`src/spfp_pkg.sv`:
```
// ----------------------------------------------------------------------------
// spfp_pkg: shared types and constants of the stereo frame packer
// Field widths, register indexes, packing mode codes and config record.
// ----------------------------------------------------------------------------
package spfp_pkg;

  localparam int POS_BITS      = 8;
  localparam int PIX_PORT_BITS = 32;
  localparam int MODE_BITS     = 2;
  localparam int DIM_BITS      = 9;
  localparam int CFG_IDX_BITS  = 2;
  localparam int CFG_DATA_BITS = 9;
  localparam int COORD_BITS    = 9;
  localparam int QUEUE_DEPTH   = 2;
  localparam int QCNT_BITS     = 2;

  localparam logic [CFG_IDX_BITS-1:0] REG_MODE   = 2'd0;
  localparam logic [CFG_IDX_BITS-1:0] REG_WIDTH  = 2'd1;
  localparam logic [CFG_IDX_BITS-1:0] REG_HEIGHT = 2'd2;

  localparam logic [MODE_BITS-1:0] MODE_INTERLEAVED  = 2'd0;
  localparam logic [MODE_BITS-1:0] MODE_TOP_BOTTOM   = 2'd1;
  localparam logic [MODE_BITS-1:0] MODE_SIDE_BY_SIDE = 2'd2;

  localparam logic FUNC_WRITE = 1'b0;
  localparam logic FUNC_READ  = 1'b1;

  localparam logic [DIM_BITS-1:0] DIM_RESET = 9'd256;

  typedef struct packed {
    logic [MODE_BITS-1:0] mode;
    logic [DIM_BITS-1:0]  width;
    logic [DIM_BITS-1:0]  height;
  } cfg_t;

endpackage

```
`src/spfp_front.sv`:
```
// ----------------------------------------------------------------------------
// spfp_front: request decode
// Accepts items, maps read positions to eye and store cell, builds address.
// ----------------------------------------------------------------------------
module spfp_front
  import spfp_pkg::*;
#(
  parameter int MAX_WIDTH  = 256,
  parameter int MAX_HEIGHT = 256,
  parameter int PIXEL_BITS = 32,
  localparam int AW = $clog2(MAX_WIDTH * MAX_HEIGHT)
) (
  input  logic                     in_valid,
  input  logic                     in_func,
  input  logic [POS_BITS-1:0]      in_pos_x,
  input  logic [POS_BITS-1:0]      in_pos_y,
  input  logic [PIX_PORT_BITS-1:0] in_left_pixel,
  input  logic [PIX_PORT_BITS-1:0] in_right_pixel,
  input  cfg_t                     cfg,
  input  logic                     q_full,
  output logic                     push,
  output logic                     op_is_read,
  output logic                     op_right,
  output logic [AW-1:0]            op_addr,
  output logic [PIXEL_BITS-1:0]    op_left_pix,
  output logic [PIXEL_BITS-1:0]    op_right_pix
);

  localparam int CW = $clog2(MAX_WIDTH);
  localparam int RW = $clog2(MAX_HEIGHT);

  function automatic logic [COORD_BITS-1:0] wrap(input logic [COORD_BITS-1:0] v,
                                                 input int m);
    logic [COORD_BITS-1:0] r;
    int k;
    r = v;
    for (k = COORD_BITS - 1; k >= 0; k--) begin
      if (((m << k) < (1 << COORD_BITS)) && (int'(r) >= (m << k))) begin
        r = r - COORD_BITS'(m << k);
      end
    end
    return r;
  endfunction

  logic [DIM_BITS-1:0]   w_clamp, h_clamp;
  logic [DIM_BITS:0]     w_inc, h_inc;
  logic [DIM_BITS-1:0]   half_w, half_h;
  logic [POS_BITS-1:0]   x_off, y_off;
  logic [COORD_BITS-1:0] col, row;
  logic                  right;
  logic [CW-1:0]         col_idx;
  logic [RW-1:0]         row_idx;

  always_comb begin
    if (cfg.width == '0) begin
      w_clamp = DIM_BITS'(1);
    end else if (int'(cfg.width) > MAX_WIDTH) begin
      w_clamp = DIM_BITS'(MAX_WIDTH);
    end else begin
      w_clamp = cfg.width;
    end
    if (cfg.height == '0) begin
      h_clamp = DIM_BITS'(1);
    end else if (int'(cfg.height) > MAX_HEIGHT) begin
      h_clamp = DIM_BITS'(MAX_HEIGHT);
    end else begin
      h_clamp = cfg.height;
    end
    w_inc  = {1'b0, w_clamp} + (DIM_BITS + 1)'(1);
    h_inc  = {1'b0, h_clamp} + (DIM_BITS + 1)'(1);
    half_w = w_inc[DIM_BITS:1];
    half_h = h_inc[DIM_BITS:1];
    x_off  = in_pos_x - half_w[POS_BITS-1:0];
    y_off  = in_pos_y - half_h[POS_BITS-1:0];
  end

  always_comb begin
    col   = {1'b0, in_pos_x};
    row   = {1'b0, in_pos_y};
    right = 1'b0;
    if (in_func == FUNC_READ) begin
      case (cfg.mode)
        MODE_TOP_BOTTOM: begin
          if ({1'b0, in_pos_y} < half_h) begin
            row = {in_pos_y, 1'b0};
          end else begin
            row   = {y_off, 1'b1};
            right = 1'b1;
          end
        end
        MODE_SIDE_BY_SIDE: begin
          if ({1'b0, in_pos_x} < half_w) begin
            col = {in_pos_x, 1'b0};
          end else begin
            col   = {x_off, 1'b1};
            right = 1'b1;
          end
        end
        default: begin
          right = in_pos_y[0];
        end
      endcase
    end
  end

  assign col_idx = CW'(wrap(col, MAX_WIDTH));
  assign row_idx = RW'(wrap(row, MAX_HEIGHT));

  assign push         = in_valid && !q_full;
  assign op_is_read   = (in_func == FUNC_READ);
  assign op_right     = right;
  assign op_addr      = AW'(row_idx) * AW'(MAX_WIDTH) + AW'(col_idx);
  assign op_left_pix  = in_left_pixel[PIXEL_BITS-1:0];
  assign op_right_pix = in_right_pixel[PIXEL_BITS-1:0];

endmodule

```
`config.mk`:
```
export PLATFORM = sky130hd
export DESIGN_NAME = spfp_front
export DESIGN_NICKNAME = d
export VERILOG_FILES = /design/src/spfp_pkg.sv /design/src/spfp_front.sv
export SDC_FILE = /design/constraint.sdc
export NUM_CORES = 1
export LEC_CHECK = 0
export BUFFER_PORTS_ARGS = -buffer_cell sky130_fd_sc_hd__buf_2
export CORE_ASPECT_RATIO = 0.8
export CORE_MARGIN = 2
export CORE_UTILIZATION = 41
export DETAILED_ROUTE_END_ITERATION = 10
export PLACE_DENSITY = 0.95
export SLEW_MARGIN = 20
export SYNTH_ARGS = -nofsm -noshare
export SYNTH_HDL_FRONTEND = slang
export SYNTH_SLANG_ARGS = --single-unit
```
`constraint.sdc`:
```
create_clock -name vclk -period 10.1
set_input_delay 1.515 -clock vclk [all_inputs]
set_output_delay 1.515 -clock vclk [all_outputs]
set_load 0.05 [all_outputs]
```
==> metrics.yaml <==
timing:
  holdWs_ps: 3030
  finalCritPeriodShare_pct: 66.4
  relSlewSlack_pct: 69.8
  finalHoldViolCount: 0
  drv_slew: 0
  fmax_mhz: 149
  period_needed_ps: 6710
  rsz0062_at_grt: "no"
  tightest_slew_ps: 453
  finalSetupViolations: 0
  finalWorstSetupSlack_ps: 3390
  finalSetupTns_ps: 0
logic_synthesis:
  synth_top_family_by_area: "buffers and inverters"
  synth.largest_area_cell: "buf_4"
  ys_top_cells_by_count: "buf_4 (65), nand2_1 (28), ha_1 (20)"
  yosys_warnings: 0
  synth_compound_area_share_pct: 18.3
  yosys.cell_types.count: 44
  yosysSeqAreaShare_pct: 0
  netlist_instances: 264
  syn_nets: 389
  synthTopCellsByArea: "buf_4 (26%), ha_1 (13%), mux2i_1 (5.8%)"
  synth-xor-area-share_pct: 8.79
  synthAdderAreaFrac_pct: 15.3
  synth_area_per_cell_sq_um: 7.17
  synth_top_area_share_pct: 25.8
  syn_area_sq_mm: 0.00189
  synth_most_common_cell: "buf_4"
  yosys.area_share.simple_pct: 21.0
  synthMuxAreaShare_pct: 7.01
floorplan:
  initial_core_util_pct: 41.9
  core_sq_mm: 0.00451
  num_rows: 22
  dieArea_sq_mm: 0.00518
  top_level_ports: 186
  dieHeight_um: 64.8
  die_x_um: 80.0
place:
  dp.final_hpwl_um: 3540
  dp_slack_ps: 3380
  io_buffer_count: 58
  place.gp.congestion: 0.846
layout:
  fillers: 494
  drive_gt1_share_pct: 26.9
  multi_input_area_sq_mm: 0.00133
  regArea_sq_um: 0
  diodes: 0
  nets: 380
  syn2layout_area_growth_pct: -7.67
  seq_cells: 0
  clkbuf_count: 0
route:
  drc_errors: 0
  via_count: 1681
  vias_per_cell: 5.37
  drt_iter0_markers: 106
  first_pass_iters: 4
  wl_per_cell_um: 13.2
  drt_wl_total_um: 4140
  ant_nets: 0
power:
  pwr-share-seq_pct: 0
  pwr-share-comb_pct: 100.0
  clockPowerShare_pct: 0
  intPower_w: 0.0000445
  sw_frac_of_total_pct: 62.3
  max-vdd-ir-drop_mv: 0.0193
  power.switching_w: 0.0000735
  power_density_mw_per_mm2: 67.5
  p_leak_nw: 0.824
clock_network:
  cts_hold_buf: 0
  cts_resized: 0
  post_cts.repair.setup_buffers: 0
grt:
  gr-total-overflow: 0
  grt_pass1_wl_um: 6720
  gr-usage-all-layers_pct: 15.4
  grt_pass1_vias: 1488
  grt_max_degree: 16
  grt_antenna_before_repair: 0
setup_path:
  worstSetupPathType: "in2out"
  crit_arrival_ps: 5190
  cp-start-kind: "input pin"
  slowest_stage: "or4_1"
  critical_path_required_ps: 8590
  end_kind: "output port"
  max_stage_delay_ps: 510
  critPathMaxFanout: 9
  worstPathCellList: "buf_2, or4_1, or4_4, a21oi_1, ha_1, nand3_1, nor2_1, xor2_1, nand2_1, ha_1, o21ai_0, a22oi_1, o21ai_4, or2_2, o211ai_1, buf_2"
job:
  cap_viol_max_count: 0
outcome:
  status: "finished clean"
min_path:
  min_path_type: "in2out"
==> cell families after synthesis <==
kind of cell	count (synthesis)
AOI/OAI and AO/OA	51
adders and majority gates	22
and+or+nand+nor	77
muxes	13
xor gates and xnor gates	19
buffers and inverters	82
==> metal layers <==
metal	routed length (um)	up-vias	global-route usage (%)
met4	23	0	1.27
met5	0	-	0
met2	1860	79	25.1
li1	-	828	-
met3	390	6	2.92
met1	1870	768	21.8
==> through the flow <==
stage / std cells / cell area (sq um) / total power [W] / utilization (%)
floorplan: 264 / 1890 / 0.000155 / -
global placement: 313 / 1750 / 0.000113 / 38.7
detailed placement: 313 / 1750 / 0.000117 / 38.7
CTS: 313 / 1750 / 0.000118 / 38.7
global route: 313 / 1750 / 0.000130 / 38.7
finish: 313 / 1750 / 0.000118 / 38.7
==> final timing paths <==
| kind | from | end | depth (start not counted) |
|---|---|---|---|
| setup / recovery | cfg[3] | op_addr[15] | 16 |
| hold / removal | in_left_pixel[13] | op_left_pix[13] | 0 |
==> layout make-up <==
class                      instances  share of cell area (%)
tap                               60                    4.29
timing repair buffer              58                    16.6
inverter                          13                    2.79
multi-input combinational        182                    76.3
==> layout by cell type, fill, tap and decap left out, types with 3 or more instances in the layout <==
master and count:
a21oi_1 5, buf_2 58, ha_1 20, inv_1 13
mux2i_1 11, nand2_1 28, nand2b_1 6, nand3_1 7
nand4_1 3, nor2_1 8, nor2b_1 10, nor3_1 3
nor3b_1 4, o211ai_1 3, o21a_1 5, o21ai_0 18
xnor2_1 12, xor2_1 7
==> power groups by stage <==
stage	combinational [W]	clock (W)	sequential (W)
after floorplan	0.000155	0	0
final	0.000118	0	0
after detailed placement	0.000117	0	0
after global routing	0.000130	0	0
after CTS	0.000118	0	0
after global placement	0.000113	0	0
==> critical path, delay by kind of cell <==
family,cells,cell delay (ps)
fa+ha+maj,2,560
buf+inv,2,410
simple gates,6,1650
xor+xnor,1,160
compound gates,5,890
No activity file was read; power rests on OpenSTA's default activity.
