## src/spfp_pkg.sv

```systemverilog
// ----------------------------------------------------------------------------
// spfp_pkg: shared types and constants of the stereo frame packer
// Field widths, register indexes, packing mode codes and config record.
// ----------------------------------------------------------------------------
package spfp_pkg;

  localparam int POS_BITS      = 8;
  localparam int PIX_PORT_BITS = 32;
  localparam int MODE_BITS     = 2;
  localparam int DIM_BITS      = 9;
  localparam int CFG_IDX_BITS  = 2;
  localparam int CFG_DATA_BITS = 9;
  localparam int COORD_BITS    = 9;
  localparam int QUEUE_DEPTH   = 2;
  localparam int QCNT_BITS     = 2;

  localparam logic [CFG_IDX_BITS-1:0] REG_MODE   = 2'd0;
  localparam logic [CFG_IDX_BITS-1:0] REG_WIDTH  = 2'd1;
  localparam logic [CFG_IDX_BITS-1:0] REG_HEIGHT = 2'd2;

  localparam logic [MODE_BITS-1:0] MODE_INTERLEAVED  = 2'd0;
  localparam logic [MODE_BITS-1:0] MODE_TOP_BOTTOM   = 2'd1;
  localparam logic [MODE_BITS-1:0] MODE_SIDE_BY_SIDE = 2'd2;

  localparam logic FUNC_WRITE = 1'b0;
  localparam logic FUNC_READ  = 1'b1;

  localparam logic [DIM_BITS-1:0] DIM_RESET = 9'd256;

  typedef struct packed {
    logic [MODE_BITS-1:0] mode;
    logic [DIM_BITS-1:0]  width;
    logic [DIM_BITS-1:0]  height;
  } cfg_t;

endpackage

```

## src/spfp_queue.sv

```systemverilog
// ----------------------------------------------------------------------------
// spfp_queue: two-entry queue
// Registered FIFO that decouples a producer from a consumer.
// ----------------------------------------------------------------------------
module spfp_queue
  import spfp_pkg::*;
#(
  parameter int DW = 8
) (
  input  logic                 clk,
  input  logic                 rst_n,
  input  logic                 push,
  input  logic [DW-1:0]        push_data,
  input  logic                 pop,
  output logic                 valid,
  output logic [QCNT_BITS-1:0] count,
  output logic [DW-1:0]        head
);

  logic [DW-1:0]        mem_r [QUEUE_DEPTH];
  logic                 wr_ptr_r, wr_ptr_nxt;
  logic                 rd_ptr_r, rd_ptr_nxt;
  logic [QCNT_BITS-1:0] count_r, count_nxt;
  logic                 pop_ok, push_ok;

  assign pop_ok  = pop && (count_r != '0);
  assign push_ok = push && ((count_r != QCNT_BITS'(QUEUE_DEPTH)) || pop_ok);

  always_comb begin
    wr_ptr_nxt = wr_ptr_r ^ push_ok;
    rd_ptr_nxt = rd_ptr_r ^ pop_ok;
    count_nxt  = count_r + QCNT_BITS'(push_ok) - QCNT_BITS'(pop_ok);
  end

  always_ff @(posedge clk) begin
    if (!rst_n) begin
      wr_ptr_r <= 1'b0;
      rd_ptr_r <= 1'b0;
      count_r  <= '0;
    end else begin
      wr_ptr_r <= wr_ptr_nxt;
      rd_ptr_r <= rd_ptr_nxt;
      count_r  <= count_nxt;
    end
  end

  always_ff @(posedge clk) begin
    if (push_ok) begin
      mem_r[wr_ptr_r] <= push_data;
    end
  end

  assign valid = (count_r != '0);
  assign count = count_r;
  assign head  = mem_r[rd_ptr_r];

endmodule

```

## config.mk

```make
export PLATFORM = sky130hd
export DESIGN_NAME = spfp_queue
export DESIGN_NICKNAME = d
export VERILOG_FILES = /design/src/spfp_pkg.sv /design/src/spfp_queue.sv
export SDC_FILE = /design/constraint.sdc
export NUM_CORES = 1
export LEC_CHECK = 0
export ABC_AREA = 1
export BUFFER_PORTS_ARGS = -buffer_cell sky130_fd_sc_hd__buf_2
export CAP_MARGIN = 20
export CORE_MARGIN = 4
export CORE_UTILIZATION = 43
export CTS_BUF_LIST = sky130_fd_sc_hd__clkbuf_4 sky130_fd_sc_hd__clkbuf_8 sky130_fd_sc_hd__clkbuf_16
export DETAILED_ROUTE_END_ITERATION = 8
export PLACE_DENSITY = 0.67
export SLEW_MARGIN = 10
export SYNTH_ARGS = -nofsm -noshare
export SYNTH_HDL_FRONTEND = slang
export SYNTH_SLANG_ARGS = --single-unit
```

## constraint.sdc

```tcl
create_clock -name clk -period 2.6 [get_ports clk]
set_input_delay 0.26 -clock clk [delete_from_list [all_inputs] [get_ports clk]]
set_output_delay 0.26 -clock clk [all_outputs]
set_load 0.02 [all_outputs]
```

==> impl_metrics.prom, run 1 <==
# TYPE chip_impl_metric gauge
chip_impl_info{name="run_status",value="finished, final reports clean"} 1
chip_impl_metric{name="cp.required",unit="ns"} 2.34
chip_impl_metric{name="critical_path.max_stage_delay",unit="ns"} 0.65
chip_impl_info{name="tritoncts",value="yes"} 1
chip_impl_metric{name="synth_mux_area_frac",unit=""} 0.137
chip_impl_metric{name="die_footprint",unit="sq mm"} 0.00282
chip_impl_metric{name="io_pins",unit=""} 23
chip_impl_metric{name="totalNegativeSetupSlack",unit="ns"} 0
chip_impl_metric{name="report.final.setup_viol",unit=""} 0
chip_impl_metric{name="yosys_warnings",unit=""} 0
chip_impl_metric{name="multiInputGateArea",unit="sq um"} 245
chip_impl_metric{name="relSlewSlack",unit=""} 0.670
chip_impl_metric{name="route.antenna.remaining_nets",unit=""} 0
chip_impl_metric{name="worst-path-max-fanout",unit=""} 8
chip_impl_metric{name="syn2layout_area_growth",unit="%"} 18.3
chip_impl_metric{name="cts-buffers-inserted",unit=""} 3
chip_impl_info{name="combinational_family_with_the_most_area_after_synthesis",value="multiplexers"} 1
chip_impl_metric{name="grt_max_degree",unit=""} 13
chip_impl_info{name="rsz0062_at_grt",value="false"} 1
chip_impl_metric{name="fmax",unit="MHz"} 585
chip_impl_metric{name="wl_per_cell",unit="um"} 10.6
chip_impl_info{name="cts_root_buf",value="sky130_fd_sc_hd__clkbuf_4"} 1
chip_impl_metric{name="viasPerCell",unit=""} 4.37
chip_impl_metric{name="post_cts.repair.setup_buffers",unit=""} 0
chip_impl_metric{name="tritoncts_sinks",unit=""} 21
chip_impl_metric{name="routabilityCongestion",unit=""} 0.787
chip_impl_metric{name="antenna_found_initial",unit=""} 0
chip_impl_info{name="worst_hold_path_type",value="input port to register"} 1
chip_impl_metric{name="finalCritPeriodShare",unit=""} 0.657
chip_impl_metric{name="grt_usage",unit=""} 0.104
chip_impl_info{name="critical_path.cell_chain",value="mux2_4 > buf_2"} 1
chip_impl_metric{name="yosys_register_bits",unit=""} 21
chip_impl_metric{name="core.rowCount",unit=""} 16
chip_impl_metric{name="grt_overflow",unit=""} 0
chip_impl_metric{name="number_of_max_cap_violations",unit=""} 0
chip_impl_metric{name="layout.nets",unit=""} 104
chip_impl_metric{name="synth.avg_cell_area",unit="sq um"} 14.1
chip_impl_metric{name="final-max-slew-violation-count",unit=""} 0
chip_impl_metric{name="post_synth_xor_area_fraction",unit=""} 0
chip_impl_metric{name="synth-adder-area-share",unit=""} 0.0572
chip_impl_metric{name="post_synth_inst_count",unit=""} 62
chip_impl_metric{name="netSwitchingFraction",unit=""} 0.343
chip_impl_metric{name="syn_area",unit="sq um"} 875
chip_impl_info{name="critPathLaunchType",value="register"} 1
chip_impl_metric{name="hpwlAfterDp",unit="um"} 917
chip_impl_metric{name="share_clk_of_total_power",unit=""} 0.158
chip_impl_info{name="cpMaxStageDelayCell",value="sky130_fd_sc_hd__dfxtp_1"} 1
chip_impl_info{name="cp_top_delay_family",value="flip-flops"} 1
chip_impl_info{name="synth.top_cells.by_area",value="sky130_fd_sc_hd__edfxtp_1, sky130_fd_sc_hd__mux2_4, sky130_fd_sc_hd__dfxtp_1"} 1
chip_impl_metric{name="mappedNetlistNets",unit=""} 78
chip_impl_metric{name="port-buffer-count",unit=""} 22
chip_impl_metric{name="hold_ws",unit="ns"} 0.146
chip_impl_metric{name="total_switching_power",unit="mW"} 0.326
chip_impl_metric{name="post_cts_resized",unit=""} 0
chip_impl_metric{name="die_w",unit="um"} 53.1
chip_impl_metric{name="first_global_vias",unit=""} 469
chip_impl_info{name="synth.largest_area_cell",value="sky130_fd_sc_hd__edfxtp_1"} 1
chip_impl_metric{name="max_slew.worst_pin.slew",unit="ns"} 0.495
chip_impl_metric{name="path_clk_slew",unit="ns"} 0.12
chip_impl_metric{name="p_per_area",unit="mW/mm^2"} 920
chip_impl_metric{name="remaining_drcs",unit=""} 0
chip_impl_metric{name="power.leakage",unit="nW"} 0.465
chip_impl_metric{name="clk_path_buf_depth",unit=""} 2
chip_impl_metric{name="routed_wirelength",unit="um"} 1210
chip_impl_metric{name="arrival_worst_endpoint",unit="ns"} 1.45
chip_impl_metric{name="via_count",unit=""} 498
chip_impl_metric{name="synth-seq-area-share",unit=""} 0.664
chip_impl_metric{name="synth.lib_cells_used.distinct",unit=""} 12
chip_impl_metric{name="floorplan.die.height",unit="um"} 53.1
chip_impl_metric{name="synthSimpleGateAreaFrac",unit=""} 0.0744
chip_impl_metric{name="first_pass_grt_wire_length",unit="um"} 2030
chip_impl_metric{name="detail_route.first_pass.iterations",unit=""} 3
chip_impl_metric{name="worst_clock_skew",unit="ns"} 0.0109
chip_impl_metric{name="filler_cell_count",unit=""} 178
chip_impl_metric{name="ir_drop",unit="mV"} 0.448
chip_impl_info{name="critical_setup_path_class",value="register to primary output"} 1
chip_impl_metric{name="netlist.area_leader.share",unit=""} 0.549
chip_impl_metric{name="seqCellArea",unit="sq um"} 581
chip_impl_metric{name="critical_path_buf_inv_count",unit=""} 1
chip_impl_metric{name="hold_violations_final",unit=""} 0
chip_impl_metric{name="combinational_cell_fraction_of_total_power",unit=""} 0.352
chip_impl_metric{name="hold_buffers",unit=""} 0
chip_impl_metric{name="sequentialPowerShare",unit=""} 0.490
chip_impl_metric{name="layout-drive-gt1-share",unit=""} 0.402
chip_impl_metric{name="finalCriticalPeriod",unit="ns"} 1.71
chip_impl_metric{name="core_region_area",unit="sq mm"} 0.00194
chip_impl_metric{name="internal-power",unit="mW"} 0.626
chip_impl_metric{name="clock_latency_late_sink",unit="ns"} 0.30
chip_impl_metric{name="drtIter0Drc",unit=""} 8
chip_impl_metric{name="synth-compound-area-share",unit=""} 0.0114
chip_impl_metric{name="diodes",unit=""} 0
chip_impl_metric{name="htreeDepth",unit=""} 1
chip_impl_metric{name="initial_core_util",unit=""} 0.450
chip_impl_info{name="crit_path_end_kind",value="primary output"} 1
-- cell families (layout without fill, tap and decap cells) --
group,Yosys count,after routing
muxes,8,8
AOI/OAI and AO/OA,2,2
and+or+nand+nor,16,16
buffers and inverters,11,36
DFF,21,21
adders and majority gates,4,4
-- routing by layer --
layer	vias up	global-route usage	routed length, um
li1	260	-	-
met1	226	0.119	483
met2	10	0.176	628
met3	2	0.0310	83
met4	0	0.0511	9
met5	-	0	0
-- layout by cell type, fill, tap and decap left out --
master and instances:
sky130_fd_sc_hd__clkinv_2 1, sky130_fd_sc_hd__edfxtp_1 16, sky130_fd_sc_hd__a21oi_1 1, sky130_fd_sc_hd__clkbuf_4 3, sky130_fd_sc_hd__buf_2 22, sky130_fd_sc_hd__nor2_1 6, sky130_fd_sc_hd__inv_1 10, sky130_fd_sc_hd__o21ai_0 1
sky130_fd_sc_hd__nand2_1 7, sky130_fd_sc_hd__dfxtp_1 5, sky130_fd_sc_hd__nand3_1 2, sky130_fd_sc_hd__ha_1 4, sky130_fd_sc_hd__mux2_4 8, sky130_fd_sc_hd__nor2_2 1
-- sequential cells by signal, indices dropped and copies added (netlist names), named ones only --
signal and flops:
rd_ptr_r 1, count 2, mem_r 16, wr_ptr_r 1
-- cells in the mapped netlist --
library cell and number:
sky130_fd_sc_hd__edfxtp_1 16, sky130_fd_sc_hd__inv_1 10, sky130_fd_sc_hd__mux2_4 8, sky130_fd_sc_hd__nand2_1 7
sky130_fd_sc_hd__nor2_1 6, sky130_fd_sc_hd__dfxtp_1 5, sky130_fd_sc_hd__ha_1 4, sky130_fd_sc_hd__nand3_1 2
sky130_fd_sc_hd__a21oi_1 1, sky130_fd_sc_hd__buf_6 1, sky130_fd_sc_hd__nor2_2 1, sky130_fd_sc_hd__o21ai_0 1
-- path summary, 6_finish.rpt --
kind | to | from | cells after the start | slack (ns)
worst max-delay path | head[4] | register | 2 | 0.89
worst min-delay path | mem_r[1][4]$_DFFE_PP_ | push_data[4] | 1 | 0.15
worst max register to register | count[1]$_SDFF_PN0_ | count[0]$_SDFF_PN0_ | 11 | 1.04
worst min register to register | register | rd_ptr_r$_SDFF_PN0_ | 2 | 0.53
-- through the flow --
step                utilization  setup slack (ns)  instance area [sq um]  power [mW]  instances
floorplan                     -              1.04                    875       0.727         62
global placement          0.519              1.12                   1010       0.805        110
detailed placement        0.519              1.07                   1010       0.817        110
CTS                       0.533             0.865                   1030       0.963        114
global route              0.533             0.801                   1030        1.02        114
finish                    0.533             0.891                   1030       0.952        114
-- cell type report --
type                    count  share of cell area
well taps                  27              0.0326
clock buffers               3              0.0218
clock inverters             1             0.00484
flip-flops and latches     21               0.561
repair buffers             22               0.106
inverters                  10              0.0363
multi-input cells          30               0.237
-- power by group through the flow --
stage | sequential, mW | combinational (mW) | clock, mW
5_1_grt | 0.478 | 0.373 | 0.169
4_1_cts | 0.468 | 0.341 | 0.154
3_3_place_gp | 0.473 | 0.332 | 0
3_5_place_dp | 0.476 | 0.341 | 0
2_1_floorplan | 0.470 | 0.257 | 0
6_report | 0.467 | 0.335 | 0.150
Power figures use the tool's default switching activity.
==> inputs of run 2 (changes only) <==
==> constraint.sdc (replaced) <==
create_clock -name clk -period 1.6 [get_ports clk]
set_input_delay 0.16 -clock clk [delete_from_list [all_inputs] [get_ports clk]]
set_output_delay 0.16 -clock clk [all_outputs]
set_load 0.02 [all_outputs]
==> run 2 against run 1 <==
Sequential power up 58%. Critical path depth increased by 9. Global-route usage fell by 0.13 points. First-iteration DRC count decreased by 25%. Register-to-register slack worse by 0.90 ns. Cell count rose by 1.8%. Cell area up 2.7%. Clock skew down 0.0028 ns. Worst setup slack lost 0.75 ns. Combinational power rose by 86%. Critical path type is now register to register. Largest cell class unchanged.
==> impl_metrics.prom, run 2 (synthesis gave the netlist of run 1 again) <==
# TYPE chip_impl_metric gauge
chip_impl_metric{name="first_pass_grt_wire_length",unit="um"} 2000
chip_impl_metric{name="clock_latency_late_sink",unit="ns"} 0.29
chip_impl_metric{name="number_of_max_cap_violations",unit=""} 0
chip_impl_metric{name="layout.nets",unit=""} 106
chip_impl_info{name="cts_root_buf",value="sky130_fd_sc_hd__clkbuf_4"} 1
chip_impl_metric{name="diodes",unit=""} 0
chip_impl_metric{name="floorplan.die.height",unit="um"} 53.1
chip_impl_info{name="leading_cell_types_in_the_layout_fill_and_taps_excluded",value="sky130_fd_sc_hd__buf_2, sky130_fd_sc_hd__edfxtp_1, sky130_fd_sc_hd__inv_1"} 1
chip_impl_metric{name="layout-drive-gt1-share",unit=""} 0.472
chip_impl_metric{name="hold_violations_final",unit=""} 0
chip_impl_info{name="r2r-start",value="count[0]$_SDFF_PN0_"} 1
chip_impl_metric{name="io_pins",unit=""} 23
chip_impl_metric{name="cp.required",unit="ns"} 1.78
chip_impl_metric{name="die_w",unit="um"} 53.1
chip_impl_info{name="cp_top_delay_family",value="adder cells"} 1
chip_impl_metric{name="design_power_total",unit="mW"} 1.59
chip_impl_metric{name="finalCriticalPeriod",unit="ns"} 1.46
chip_impl_metric{name="combinational_cell_fraction_of_total_power",unit=""} 0.392
chip_impl_metric{name="internal-power",unit="mW"} 1.05
chip_impl_metric{name="clk_path_buf_depth",unit=""} 2
chip_impl_metric{name="via_count",unit=""} 525
chip_impl_metric{name="max_slew.worst_pin.slew",unit="ns"} 0.371
chip_impl_info{name="critical_setup_path_class",value="register to register"} 1
chip_impl_metric{name="critical_path.max_stage_delay",unit="ns"} 0.35
chip_impl_metric{name="path_clk_slew",unit="ns"} 0.11
chip_impl_metric{name="netSwitchingFraction",unit=""} 0.338
chip_impl_metric{name="remaining_drcs",unit=""} 0
chip_impl_metric{name="drtIter0Drc",unit=""} 6
chip_impl_metric{name="grt_overflow",unit=""} 0
chip_impl_metric{name="worstRegToRegCells",unit=""} 11
chip_impl_metric{name="tritoncts_sinks",unit=""} 21
chip_impl_metric{name="detail_route.first_pass.iterations",unit=""} 2
chip_impl_metric{name="routed_wirelength",unit="um"} 1190
chip_impl_metric{name="share_clk_of_total_power",unit=""} 0.146
chip_impl_metric{name="core.rowCount",unit=""} 16
chip_impl_metric{name="grt_max_degree",unit=""} 13
chip_impl_metric{name="report.final.setup_viol",unit=""} 0
chip_impl_metric{name="power.leakage",unit="nW"} 0.477
chip_impl_metric{name="totalNegativeSetupSlack",unit="ns"} 0
chip_impl_metric{name="syn2layout_area_growth",unit="%"} 21.5
chip_impl_metric{name="total_switching_power",unit="mW"} 0.538
chip_impl_info{name="critPathLaunchType",value="register"} 1
chip_impl_metric{name="p_per_area",unit="mW/mm^2"} 1500
chip_impl_info{name="cpMaxStageDelayCell",value="sky130_fd_sc_hd__dfxtp_2"} 1
chip_impl_metric{name="core_region_area",unit="sq mm"} 0.00194
chip_impl_info{name="largest_register",value="mem_r"} 1
chip_impl_metric{name="ir_drop",unit="mV"} 0.796
chip_impl_metric{name="port-buffer-count",unit=""} 22
chip_impl_metric{name="largest_reg_flops",unit=""} 16
chip_impl_metric{name="die_footprint",unit="sq mm"} 0.00282
chip_impl_info{name="tritoncts",value="yes"} 1
chip_impl_metric{name="filler_cell_count",unit=""} 169
chip_impl_info{name="critical_path.cell_chain",value="inv_1 > nand2_1 > o21ai_2 > ha_1 > inv_1 > ha_1 > inv_1 > nand2_1 > nand3_1 > nand2_1 > nor2_1"} 1
chip_impl_info{name="worst_r2r_endpoint",value="count[1]$_SDFF_PN0_"} 1
chip_impl_metric{name="hpwlAfterDp",unit="um"} 930
chip_impl_info{name="start_point_of_the_critical_path",value="count[0]$_SDFF_PN0_"} 1
chip_impl_info{name="run_status",value="finished, final reports clean"} 1
chip_impl_metric{name="rrSetupSlack",unit="ns"} 0.14
chip_impl_info{name="worst_hold_path_type",value="input port to register"} 1
chip_impl_metric{name="critical_path_buf_inv_count",unit=""} 3
chip_impl_metric{name="htreeDepth",unit=""} 1
chip_impl_metric{name="cts-buffers-inserted",unit=""} 3
chip_impl_metric{name="final-max-slew-violation-count",unit=""} 0
chip_impl_metric{name="final_core_utilization",unit=""} 0.547
chip_impl_metric{name="grt_usage",unit=""} 0.103
chip_impl_metric{name="relSlewSlack",unit=""} 0.752
chip_impl_info{name="crit_path_end_kind",value="register"} 1
chip_impl_metric{name="finalCritPeriodShare",unit=""} 0.914
chip_impl_metric{name="routabilityCongestion",unit=""} 0.822
chip_impl_metric{name="hold_ws",unit="ns"} 0.0501
chip_impl_metric{name="arrival_worst_endpoint",unit="ns"} 1.65
chip_impl_info{name="hold_end",value="mem_r[1][3]$_DFFE_PP_"} 1
chip_impl_metric{name="fmax",unit="MHz"} 684
chip_impl_metric{name="wl_per_cell",unit="um"} 10.2
chip_impl_metric{name="min_delay_path_depth",unit=""} 1
chip_impl_metric{name="sequentialPowerShare",unit=""} 0.462
chip_impl_metric{name="worst-path-max-fanout",unit=""} 4
chip_impl_metric{name="first_global_vias",unit=""} 467
chip_impl_metric{name="viasPerCell",unit=""} 4.53
chip_impl_metric{name="initial_core_util",unit=""} 0.450
chip_impl_info{name="mostFrequentLayoutCell",value="sky130_fd_sc_hd__buf_2"} 1
chip_impl_metric{name="worst_clock_skew",unit="ns"} 0.00814
chip_impl_info{name="min_from",value="push_data[3]"} 1
chip_impl_metric{name="antenna_found_initial",unit=""} 0
chip_impl_metric{name="route.antenna.remaining_nets",unit=""} 0
run 2: cell types whose count changed in the layout (fill, tap and decap cells not counted):
| cell | change |
|---|---|
| sky130_fd_sc_hd__a21oi_1 | -1 |
| sky130_fd_sc_hd__a21oi_2 | +1 |
| sky130_fd_sc_hd__buf_4 | +2 |
| sky130_fd_sc_hd__dfxtp_1 | -2 |
| sky130_fd_sc_hd__dfxtp_2 | +2 |
| sky130_fd_sc_hd__nor2_1 | -1 |
| sky130_fd_sc_hd__nor2_2 | +1 |
| sky130_fd_sc_hd__o21ai_0 | -1 |
| sky130_fd_sc_hd__o21ai_2 | +1 |
run 2: final cells by class:
cell class / count / area [sq um] / area share
sequential: 21 / 583 / 0.549
multi-input combinational: 30 / 255 / 0.240
timing repair buffer: 24 / 125 / 0.118
inverter: 10 / 37.5 / 0.0353
tap: 27 / 33.8 / 0.0318
clock buffer: 3 / 22.5 / 0.0212
clock inverter: 1 / 5.00 / 0.00471
run 2: per-layer routing:
metal | share of wire | global-route usage | vias up
met1 | 0.39 | 0.128 | 250
met2 | 0.54 | 0.159 | 10
met5 | 0 | 0 | -
li1 | - | - | 263
met3 | 0.051 | 0.0254 | 2
met4 | 0.012 | 0.0638 | 0
run 2: repair_timing:
| item | CTS | global route |
|---|---|---|
| buffers inserted | 0 | 1 |
| gates resized for setup | 0 | 6 |
| setup endpoints to repair | 0 | 1 |
| hold buffers | 0 | 0 |
run 2: how the worst max path moves through the flow:
stage | endpoint | slack (ns) | cells past startpoint
final | count[1]$_SDFF_PN0_ | 0.14 | 11
after global placement | count[1]$_SDFF_PN0_ | 0.15 | 11
after CTS | count[1]$_SDFF_PN0_ | 0.05 | 11
after global routing | count[1]$_SDFF_PN0_ | -0.007 | 11
after detailed placement | count[1]$_SDFF_PN0_ | 0.07 | 11
after floorplan | count[1]$_SDFF_PN0_ | 0.04 | 10
run 2: power by group through the flow:
stage	registers, mW	logic (mW)	clock network, mW
finish	0.736	0.624	0.232
detailed placement	0.739	0.598	0
global route	0.753	0.697	0.273
global placement	0.735	0.586	0
CTS	0.726	0.599	0.247
floorplan	0.765	0.418	0
run 2: metrics by stage:
stage | worst slack (ns) | cell area, sq um | cells
4_1_cts | 0.0511 | 1040 | 115
5_1_grt | -0.00728 | 1060 | 116
3_5_place_dp | 0.0740 | 1010 | 111
6_report | 0.138 | 1060 | 116
3_3_place_gp | 0.146 | 1010 | 111
2_1_floorplan | 0.0448 | 875 | 62
